<file path="src/hdl/mtd_pkg.sv">
// Package with the token types, character codes and Morse lookup table.
`timescale 1ns / 1ps

package mtd_pkg;

    localparam logic [7:0] CHAR_DOT   = 8'h2E;
    localparam logic [7:0] CHAR_DASH  = 8'h2D;
    localparam logic [7:0] CHAR_SLASH = 8'h2F;
    localparam logic [7:0] CHAR_SPACE = 8'h20;
    localparam logic [7:0] CHAR_TAB   = 8'h09;
    localparam logic [7:0] CHAR_LF    = 8'h0A;
    localparam logic [7:0] CHAR_VT    = 8'h0B;
    localparam logic [7:0] CHAR_FF    = 8'h0C;
    localparam logic [7:0] CHAR_CR    = 8'h0D;

    localparam int TABLE_SYMBOLS = 7;
    localparam int LEN_W = 4;

    typedef enum logic [2:0] {
        SYM_DOT,
        SYM_DASH,
        SYM_SLASH,
        SYM_BLANK,
        SYM_OTHER
    } sym_kind_t;

    // A finished token as handed from the front to the back.
    typedef struct packed {
        logic                     space;
        logic [LEN_W-1:0]         len;
        logic [TABLE_SYMBOLS-1:0] pat;
    } token_t;

    function automatic sym_kind_t classify(input logic [7:0] c);
        sym_kind_t k;
        unique case (c) inside
            CHAR_DOT:   k = SYM_DOT;
            CHAR_DASH:  k = SYM_DASH;
            CHAR_SLASH: k = SYM_SLASH;
            CHAR_SPACE, CHAR_TAB, CHAR_LF, CHAR_VT, CHAR_FF, CHAR_CR: k = SYM_BLANK;
            default:    k = SYM_OTHER;
        endcase
        return k;
    endfunction

    // Symbol k of a token sits in bit k of the pattern, and a dash is a one.
    function automatic logic [7:0] lookup(input logic [LEN_W-1:0] len,
                                          input logic [TABLE_SYMBOLS-1:0] pat);
        logic [7:0] ch;
        unique case ({len, pat})
            {4'd2, 7'b0000010}: ch = 8'h41;
            {4'd4, 7'b0000001}: ch = 8'h42;
            {4'd4, 7'b0000101}: ch = 8'h43;
            {4'd3, 7'b0000001}: ch = 8'h44;
            {4'd1, 7'b0000000}: ch = 8'h45;
            {4'd4, 7'b0000100}: ch = 8'h46;
            {4'd3, 7'b0000011}: ch = 8'h47;
            {4'd4, 7'b0000000}: ch = 8'h48;
            {4'd2, 7'b0000000}: ch = 8'h49;
            {4'd4, 7'b0001110}: ch = 8'h4A;
            {4'd3, 7'b0000101}: ch = 8'h4B;
            {4'd4, 7'b0000010}: ch = 8'h4C;
            {4'd2, 7'b0000011}: ch = 8'h4D;
            {4'd2, 7'b0000001}: ch = 8'h4E;
            {4'd3, 7'b0000111}: ch = 8'h4F;
            {4'd4, 7'b0000110}: ch = 8'h50;
            {4'd4, 7'b0001011}: ch = 8'h51;
            {4'd3, 7'b0000010}: ch = 8'h52;
            {4'd3, 7'b0000000}: ch = 8'h53;
            {4'd1, 7'b0000001}: ch = 8'h54;
            {4'd3, 7'b0000100}: ch = 8'h55;
            {4'd4, 7'b0001000}: ch = 8'h56;
            {4'd3, 7'b0000110}: ch = 8'h57;
            {4'd4, 7'b0001001}: ch = 8'h58;
            {4'd4, 7'b0001101}: ch = 8'h59;
            {4'd4, 7'b0000011}: ch = 8'h5A;
            {4'd6, 7'b0101010}: ch = 8'h2E;
            {4'd6, 7'b0110011}: ch = 8'h2C;
            {4'd6, 7'b0001100}: ch = 8'h3F;
            {4'd6, 7'b0011110}: ch = 8'h27;
            {4'd6, 7'b0110101}: ch = 8'h21;
            {4'd5, 7'b0001001}: ch = 8'h2F;
            {4'd5, 7'b0001101}: ch = 8'h28;
            {4'd6, 7'b0101101}: ch = 8'h29;
            {4'd5, 7'b0000010}: ch = 8'h26;
            {4'd6, 7'b0000111}: ch = 8'h3A;
            {4'd6, 7'b0010101}: ch = 8'h3B;
            {4'd5, 7'b0010001}: ch = 8'h3D;
            {4'd5, 7'b0001010}: ch = 8'h2B;
            {4'd6, 7'b0100001}: ch = 8'h2D;
            {4'd6, 7'b0101100}: ch = 8'h5F;
            {4'd6, 7'b0010010}: ch = 8'h22;
            {4'd7, 7'b1001000}: ch = 8'h24;
            {4'd6, 7'b0010110}: ch = 8'h40;
            {4'd5, 7'b0011111}: ch = 8'h30;
            {4'd5, 7'b0011110}: ch = 8'h31;
            {4'd5, 7'b0011100}: ch = 8'h32;
            {4'd5, 7'b0011000}: ch = 8'h33;
            {4'd5, 7'b0010000}: ch = 8'h34;
            {4'd5, 7'b0000000}: ch = 8'h35;
            {4'd5, 7'b0000001}: ch = 8'h36;
            {4'd5, 7'b0000011}: ch = 8'h37;
            {4'd5, 7'b0000111}: ch = 8'h38;
            {4'd5, 7'b0001111}: ch = 8'h39;
            default:            ch = CHAR_SPACE;
        endcase
        return ch;
    endfunction

endpackage

</file>
<file path="src/hdl/mtd_front.sv">
// Front end: takes input bytes, gathers the token and emits finished tokens.
`timescale 1ns / 1ps

module mtd_front #(
    parameter int MAX_SYMBOLS = 7
) (
    input  logic                aclk,
    input  logic                aresetn,
    input  logic                in_valid,
    output logic                in_ready,
    input  logic [7:0]          in_char,
    input  logic                in_last,
    output logic                tok_valid,
    input  logic                tok_ready,
    output mtd_pkg::token_t     tok_data
);

    localparam int IDX_W = $clog2(MAX_SYMBOLS);
    localparam logic [mtd_pkg::LEN_W-1:0] LEN_MAX = mtd_pkg::LEN_W'(MAX_SYMBOLS);

    logic [MAX_SYMBOLS-1:0]    pattern_reg, pattern_next, pattern_upd;
    logic [mtd_pkg::LEN_W-1:0] length_reg, length_next, length_upd;
    logic                      bad_reg, bad_next, bad_upd;
    logic                      slash_reg, slash_next, slash_upd;
    mtd_pkg::sym_kind_t        kind;
    logic                      accept;
    logic                      ends;
    logic                      pending;

    assign kind     = mtd_pkg::classify(in_char);
    assign in_ready = tok_ready;
    assign accept   = in_valid && in_ready;
    assign ends     = in_last || (kind == mtd_pkg::SYM_BLANK);

    always_comb begin
        pattern_upd = pattern_reg;
        length_upd  = length_reg;
        bad_upd     = bad_reg;
        slash_upd   = slash_reg;
        case (kind) inside
            mtd_pkg::SYM_DOT, mtd_pkg::SYM_DASH: begin
                if (slash_reg || length_reg >= LEN_MAX) begin
                    bad_upd = 1'b1;
                end else begin
                    if (kind == mtd_pkg::SYM_DASH) begin
                        pattern_upd[length_reg[IDX_W-1:0]] = 1'b1;
                    end
                    length_upd = length_reg + 1'b1;
                end
            end
            mtd_pkg::SYM_SLASH: begin
                if (length_reg == '0 && !bad_reg && !slash_reg) begin
                    slash_upd = 1'b1;
                end else begin
                    bad_upd = 1'b1;
                end
            end
            mtd_pkg::SYM_BLANK: begin
            end
            default: begin
                bad_upd = 1'b1;
            end
        endcase
    end

    assign pending = (length_upd != '0) || bad_upd || slash_upd;

    always_comb begin
        tok_valid     = in_valid && ends && pending;
        tok_data.space = bad_upd || slash_upd;
        tok_data.len   = length_upd;
        tok_data.pat   = pattern_upd[mtd_pkg::TABLE_SYMBOLS-1:0];
    end

    always_comb begin
        pattern_next = pattern_reg;
        length_next  = length_reg;
        bad_next     = bad_reg;
        slash_next   = slash_reg;
        if (accept) begin
            if (ends) begin
                pattern_next = '0;
                length_next  = '0;
                bad_next     = 1'b0;
                slash_next   = 1'b0;
            end else begin
                pattern_next = pattern_upd;
                length_next  = length_upd;
                bad_next     = bad_upd;
                slash_next   = slash_upd;
            end
        end
    end

    always_ff @(posedge aclk) begin
        if (!aresetn) begin
            pattern_reg <= '0;
            length_reg  <= '0;
            bad_reg     <= 1'b0;
            slash_reg   <= 1'b0;
        end else begin
            pattern_reg <= pattern_next;
            length_reg  <= length_next;
            bad_reg     <= bad_next;
            slash_reg   <= slash_next;
        end
    end

endmodule

</file>
<file path="src/hdl/mtd_queue.sv">
// Two-entry token queue between the front end and the back end.
`timescale 1ns / 1ps

module mtd_queue (
    input  logic            aclk,
    input  logic            aresetn,
    input  logic            in_valid,
    output logic            in_ready,
    input  mtd_pkg::token_t in_data,
    output logic            out_valid,
    input  logic            out_ready,
    output mtd_pkg::token_t out_data
);

    mtd_pkg::token_t entries_reg [2];
    logic            wr_ptr_reg, wr_ptr_next;
    logic            rd_ptr_reg, rd_ptr_next;
    logic [1:0]      count_reg, count_next;
    logic            push;
    logic            pop;

    assign in_ready  = (count_reg != 2'd2);
    assign out_valid = (count_reg != 2'd0);
    assign out_data  = entries_reg[rd_ptr_reg];
    assign push      = in_valid && in_ready;
    assign pop       = out_valid && out_ready;

    always_comb begin
        wr_ptr_next = push ? ~wr_ptr_reg : wr_ptr_reg;
        rd_ptr_next = pop ? ~rd_ptr_reg : rd_ptr_reg;
        count_next  = count_reg;
        if (push && !pop) begin
            count_next = count_reg + 2'd1;
        end else if (pop && !push) begin
            count_next = count_reg - 2'd1;
        end
    end

    always_ff @(posedge aclk) begin
        if (push) begin
            entries_reg[wr_ptr_reg] <= in_data;
        end
    end

    always_ff @(posedge aclk) begin
        if (!aresetn) begin
            wr_ptr_reg <= 1'b0;
            rd_ptr_reg <= 1'b0;
            count_reg  <= 2'd0;
        end else begin
            wr_ptr_reg <= wr_ptr_next;
            rd_ptr_reg <= rd_ptr_next;
            count_reg  <= count_next;
        end
    end

    assert property (@(posedge aclk) disable iff (!aresetn) count_reg != 2'd3)
        else $error("Token queue count went past its depth.");

    assert property (@(posedge aclk) disable iff (!aresetn)
        (push && !pop) |=> (count_reg == $past(count_reg) + 2'd1))
        else $error("Token queue lost a pushed word.");

    assert property (@(posedge aclk) disable iff (!aresetn)
        (count_reg == 2'd0 || count_reg == 2'd2) |-> (wr_ptr_reg == rd_ptr_reg))
        else $error("Token queue pointers disagree with the count.");

endmodule

</file>
<file path="src/hdl/mtd_back.sv">
// Back end: looks up the Morse table and holds the result in an output register.
`timescale 1ns / 1ps

module mtd_back (
    input  logic            aclk,
    input  logic            aresetn,
    input  logic            tok_valid,
    output logic            tok_ready,
    input  mtd_pkg::token_t tok_data,
    output logic            out_valid,
    input  logic            out_ready,
    output logic [7:0]      out_letter
);

    logic       valid_reg, valid_next;
    logic [7:0] letter_reg, letter_next;
    logic       take;

    assign tok_ready  = !valid_reg || out_ready;
    assign take       = tok_valid && tok_ready;
    assign out_valid  = valid_reg;
    assign out_letter = letter_reg;

    always_comb begin
        valid_next  = valid_reg;
        letter_next = letter_reg;
        if (take) begin
            valid_next  = 1'b1;
            letter_next = tok_data.space ? mtd_pkg::CHAR_SPACE
                                         : mtd_pkg::lookup(tok_data.len, tok_data.pat);
        end else if (out_ready) begin
            valid_next = 1'b0;
        end
    end

    always_ff @(posedge aclk) begin
        if (!aresetn) begin
            valid_reg <= 1'b0;
        end else begin
            valid_reg <= valid_next;
        end
    end

    always_ff @(posedge aclk) begin
        letter_reg <= letter_next;
    end

endmodule

</file>
<file path="src/hdl/morse_token_decoder.sv">
// Top level of the Morse token decoder.
`timescale 1ns / 1ps

// The s_ channel takes one text byte per word: '.' and '-' build a token,
// '/' alone is a word gap, and whitespace ends the token. s_end_of_stream
// marks the last byte, after which any pending token is decoded.
// The m_ channel returns one ASCII character per non-empty token: the
// letter, digit or punctuation mark of the Morse pattern, or a space for
// a word gap or an unknown token. Empty tokens give no word.
// The block takes a byte in every cycle while the token queue is not full.
// Once the byte that ends a token is accepted, its result reaches m_ by
// way of the two-entry token queue and then the output register after the
// table lookup. When the receiver stalls, the output register holds its
// word and the queue absorbs up to two further tokens; s_ready falls only
// when the queue is full.
// A synchronous reset on aresetn clears the pending token, empties the
// queue and drops m_valid.

module morse_token_decoder #(
    parameter int MAX_SYMBOLS = 7
) (
    input  logic       aclk,
    input  logic       aresetn,
    input  logic       s_valid,
    output logic       s_ready,
    input  logic [7:0] s_char_in,
    input  logic       s_end_of_stream,
    output logic       m_valid,
    input  logic       m_ready,
    output logic [7:0] m_letter
);

    logic            fq_valid;
    logic            fq_ready;
    mtd_pkg::token_t fq_data;
    logic            qb_valid;
    logic            qb_ready;
    mtd_pkg::token_t qb_data;

    mtd_front #(
        .MAX_SYMBOLS(MAX_SYMBOLS)
    ) u_front (
        .aclk     (aclk),
        .aresetn  (aresetn),
        .in_valid (s_valid),
        .in_ready (s_ready),
        .in_char  (s_char_in),
        .in_last  (s_end_of_stream),
        .tok_valid(fq_valid),
        .tok_ready(fq_ready),
        .tok_data (fq_data)
    );

    mtd_queue u_queue (
        .aclk     (aclk),
        .aresetn  (aresetn),
        .in_valid (fq_valid),
        .in_ready (fq_ready),
        .in_data  (fq_data),
        .out_valid(qb_valid),
        .out_ready(qb_ready),
        .out_data (qb_data)
    );

    mtd_back u_back (
        .aclk      (aclk),
        .aresetn   (aresetn),
        .tok_valid (qb_valid),
        .tok_ready (qb_ready),
        .tok_data  (qb_data),
        .out_valid (m_valid),
        .out_ready (m_ready),
        .out_letter(m_letter)
    );

endmodule

</file>
<file path="config.mk">
export PLATFORM = sky130hd
export DESIGN_NAME = morse_token_decoder
export DESIGN_NICKNAME = d
export VERILOG_FILES = /design/src/hdl/mtd_pkg.sv /design/src/hdl/mtd_front.sv /design/src/hdl/mtd_queue.sv /design/src/hdl/mtd_back.sv /design/src/hdl/morse_token_decoder.sv
export SDC_FILE = /design/constraint.sdc
export NUM_CORES = 1
export LEC_CHECK = 0
export ABC_CLOCK_PERIOD_IN_PS = 6000
export CAP_MARGIN = 20
export CORE_ASPECT_RATIO = 0.7
export CORE_MARGIN = 5
export CORE_UTILIZATION = 60
export CTS_BUF_LIST = sky130_fd_sc_hd__clkbuf_2
export CTS_CLUSTER_DIAMETER = 80
export DETAILED_ROUTE_END_ITERATION = 10
export DONT_BUFFER_PORTS = 1
export PLACE_DENSITY = 0.83
export SLEW_MARGIN = 15
export SYNTH_ARGS = -nofsm -noshare
export SYNTH_HDL_FRONTEND = slang
export SYNTH_SLANG_ARGS = --single-unit
</file>
<file path="constraint.sdc">
create_clock -name aclk -period 6 [get_ports aclk]
set_input_delay 0 -clock aclk [delete_from_list [all_inputs] [get_ports aclk]]
set_output_delay 0 -clock aclk [all_outputs]
set_load 0.05 [all_outputs]
</file>
==> reports/qor.csv <==
stage,metric,value,unit
global_routing,Tot GR Track Use,0.238,
setup_path,arrival time worst endpoint,3.74,ns
synthesis,"Seq/Total Area, Yosys",0.413,
floorplanning,Die X-Extent,97.0,microns
floorplanning,die area,6870,sq um
global_routing,largest net degree at the start of global routing,45,
clock_network,clock root cell,clkbuf_2,
job,Max Cap Viol,0,
sta,final hold vios,0,
setup_path,R2R setup slack,2.62,ns
sta,Worst Tran Pin Value,1.06,ns
layout,nets,360,
synthesis,Cell variety after synth,68,
sta,final worst slack,2.62,ns
sta,Final Cycle Share,0.563,
layout,area delta synth->final,5.08,%
power_and_ir_drop,Pleak,1.14,nW
power_and_ir_drop,maximum VDD drop,0.362,mV
synthesis,syn nets,358,
synthesis,Yosys warnings,0,
run_status,outcome,finished clean,
setup_path,crit path max fanout,8,
floorplanning,Core Region,5170,sq um
synthesis,Syn Area/Cell,9.29,sq um
layout,ANT cells,0,
synthesis,leading area contributor after synthesis,edfxtp_1,
layout,footprint of the multi-input gates,1770,sq um
place,dpl cell area,3210,sq um
drt,Vias,2955,
drt,DRT antenna net count,0,
layout,FF+latch area,1310,sq um
clock_network,CTS tree,built,
power_and_ir_drop,pwr dens,305,nW/um^2
global_routing,first-pass GRT wire length,13300,microns
sta,crit path time final,3.38,ns
synthesis,Cells after Synth,342,
drt,Starting DRT DRC Count,508,
sta,setup TNS,0,ns
place,post-place setup slack,2.67,ns
place,Inst Count DP,403,
sta,Max Freq,296,MHz
setup_path,Worst Path Required,6.36,ns
drt,final wirelength,8090,microns
floorplanning,Die Span Y,70.9,microns
synthesis,Synth Cell Area,3180,sq um
layout,Largest register FFs,24,
synthesis,"top cells by count, synth","nand2_1 (43), edfxtp_1 (31), dfxtp_1 (19), nor2_1 (19), nand3_1 (13)",
drt,Via-to-Cell Ratio,7.09,
clock_network,Max H-tree Level,2,
drt,Pre-antenna DRT Iters,7,
place,RePlAce Congestion,1.10,
place,DP Wirelength,5990,microns
synthesis,"EDFF count, synth",31,
sta,Clock Skews,0.0128,ns
floorplanning,Rows,22,
setup_path,startpoint type of the worst setup path,flip-flop,
synthesis,cell with the most instances after synthesis,nand2_1,
sta,RSZ-0062 raised after global routing,false,
clock_network,Num CTS Buffers,5,
floorplanning,# IOs,23,
synthesis,cells taking the most area after synthesis,"edfxtp_1 (29%), dfxtp_1 (12%), nand2_1 (5.1%)",
layout,Filler cells,437,
global_routing,initial antenna violation count,0,
drt,DRC Markers,0,
layout,post-route cell area,3340,sq um
place,PortBufs,0,
global_routing,vias in the first global route,2644,
setup_path,WS Path Type,flip-flop to flip-flop,
global_routing,GR Overflow Total,0,
clock_network,clk slew on worst S/H paths,0.26,ns
drt,DR WL/cell,19.4,microns
sta,final slew viol count,0,
clock_network,clk_lat worst skew,0.42,ns
synthesis,top_reg_cell synth,edfxtp_1,
layout,Post-Layout Cell Count,417,
synthesis,register bit total from synthesis,50,
synthesis,async set or reset register ratio after synthesis,0,
layout,layout cells sized above 1,0.0957,
worst_hold_path,worst hold path type,primary input to flip-flop,
floorplanning,Initial Util,0.614,
sta,# setup viols final,0,
clock_network,CTS Sinks,50,
clock_network,CTS Buffer Depth,2,
sta,Worst slew margin,0.289,
setup_path,crit end category,flip-flop,
synthesis,post-synth top area share,0.293,
## through the flow
| stage | total power, mW | hold WS [ns] | utilization |
|---|---|---|---|
| 5_1_grt | 1.08 | 0.0161 | 0.645 |
| 6_report | 1.02 | 0.0275 | 0.645 |
| 4_1_cts | 1.01 | 0.00244 | 0.643 |
| 2_1_floorplan | 0.759 | 0.270 | - |
| 3_3_place_gp | 0.819 | 0.123 | 0.620 |
| 3_5_place_dp | 0.824 | 0.128 | 0.620 |
## layer usage
layer / vias to the layer above / track usage / share of wire
li1: 1344 / - / -
met1: 1372 / 0.357 / 0.44
met2: 213 / 0.336 / 0.41
met3: 26 / 0.0749 / 0.14
met4: 0 / 0.0498 / 0.015
met5: - / 0 / 0
## kinds of logic (layout without fill, tap and decap cells)
logic type,count (synthesis),in the layout,share of synthesized area
AND/OR/NAND/NOR,154,154,0.269
AO/OA/AOI/OAI,102,102,0.240
flip-flops,50,50,0.413
buffers and inverters,21,24,0.0311
multiplexers,6,6,0.0197
XOR/XNOR,5,5,0.0138
adder cells (fa/ha/maj),3,3,0.0118
other,1,1,0.00118
## path summary, 6_finish.rpt
check,cells past startpoint,startpoint,end
setup / recovery,9,u_front.length_reg[0]$_SDFFE_PN0P_,u_queue.count_reg[1]$_SDFFE_PN0P_
setup reg to reg,9,u_front.length_reg[0]$_SDFFE_PN0P_,u_queue.count_reg[1]$_SDFFE_PN0P_
hold / removal,4,s_char_in[0],u_front.pattern_reg[6]$_SDFFE_PN0P_
hold reg to reg,2,u_queue.wr_ptr_reg$_SDFFE_PN0P_,u_queue.wr_ptr_reg$_SDFFE_PN0P_
## critical path, cell delays in order, from the launching register on
cell,delay (ns)
dfxtp_1,0.43
ha_1,0.25
a211oi_1,0.37
and4_1,0.45
inv_1,0.09
a2111o_1,0.46
o311a_4,0.41
ha_1,0.34
or3_1,0.36
a21boi_0,0.17
## report_power, final
part | switching, mW | internal (mW) | total [mW]
combinational | 0.235 | 0.108 | 0.343
clock | 0.111 | 0.0715 | 0.183
sequential | 0.0805 | 0.413 | 0.494
total | 0.426 | 0.593 | 1.02
## area by class of cell
| cell class | instances | area share |
|---|---|---|
| clock buffers | 5 | 0.00750 |
| clock inverters | 3 | 0.0131 |
| inverters | 9 | 0.0101 |
| multi-input cells | 271 | 0.529 |
| flip-flops and latches | 50 | 0.393 |
| well taps | 72 | 0.0270 |
| repair buffers | 7 | 0.0202 |
## placed cells by master (no fill, tap or decap), types with 6 or more instances in the layout
master and count:
a21o_1 6, a21oi_1 12, a22oi_1 9, a31oi_1 8, and2_1 9, dfxtp_1 19
dlygate4sd3_1 6, edfxtp_1 31, inv_1 9, nand2_1 43, nand2b_1 7, nand3_1 13
nand3b_1 8, nand4_1 8, nor2_1 19, nor3_1 8, o21ai_0 12, or3_1 6
or3b_2 9
## what timing repair did
item / CTS / global route
setup endpoints to repair: 0 / 0
endpoints found under the hold margin: 27 / 1
buffers inserted: 0 / 0
hold buffers: 5 / 1
gates resized for setup: 0 / 0
No activity file was read; power rests on OpenSTA's default activity.
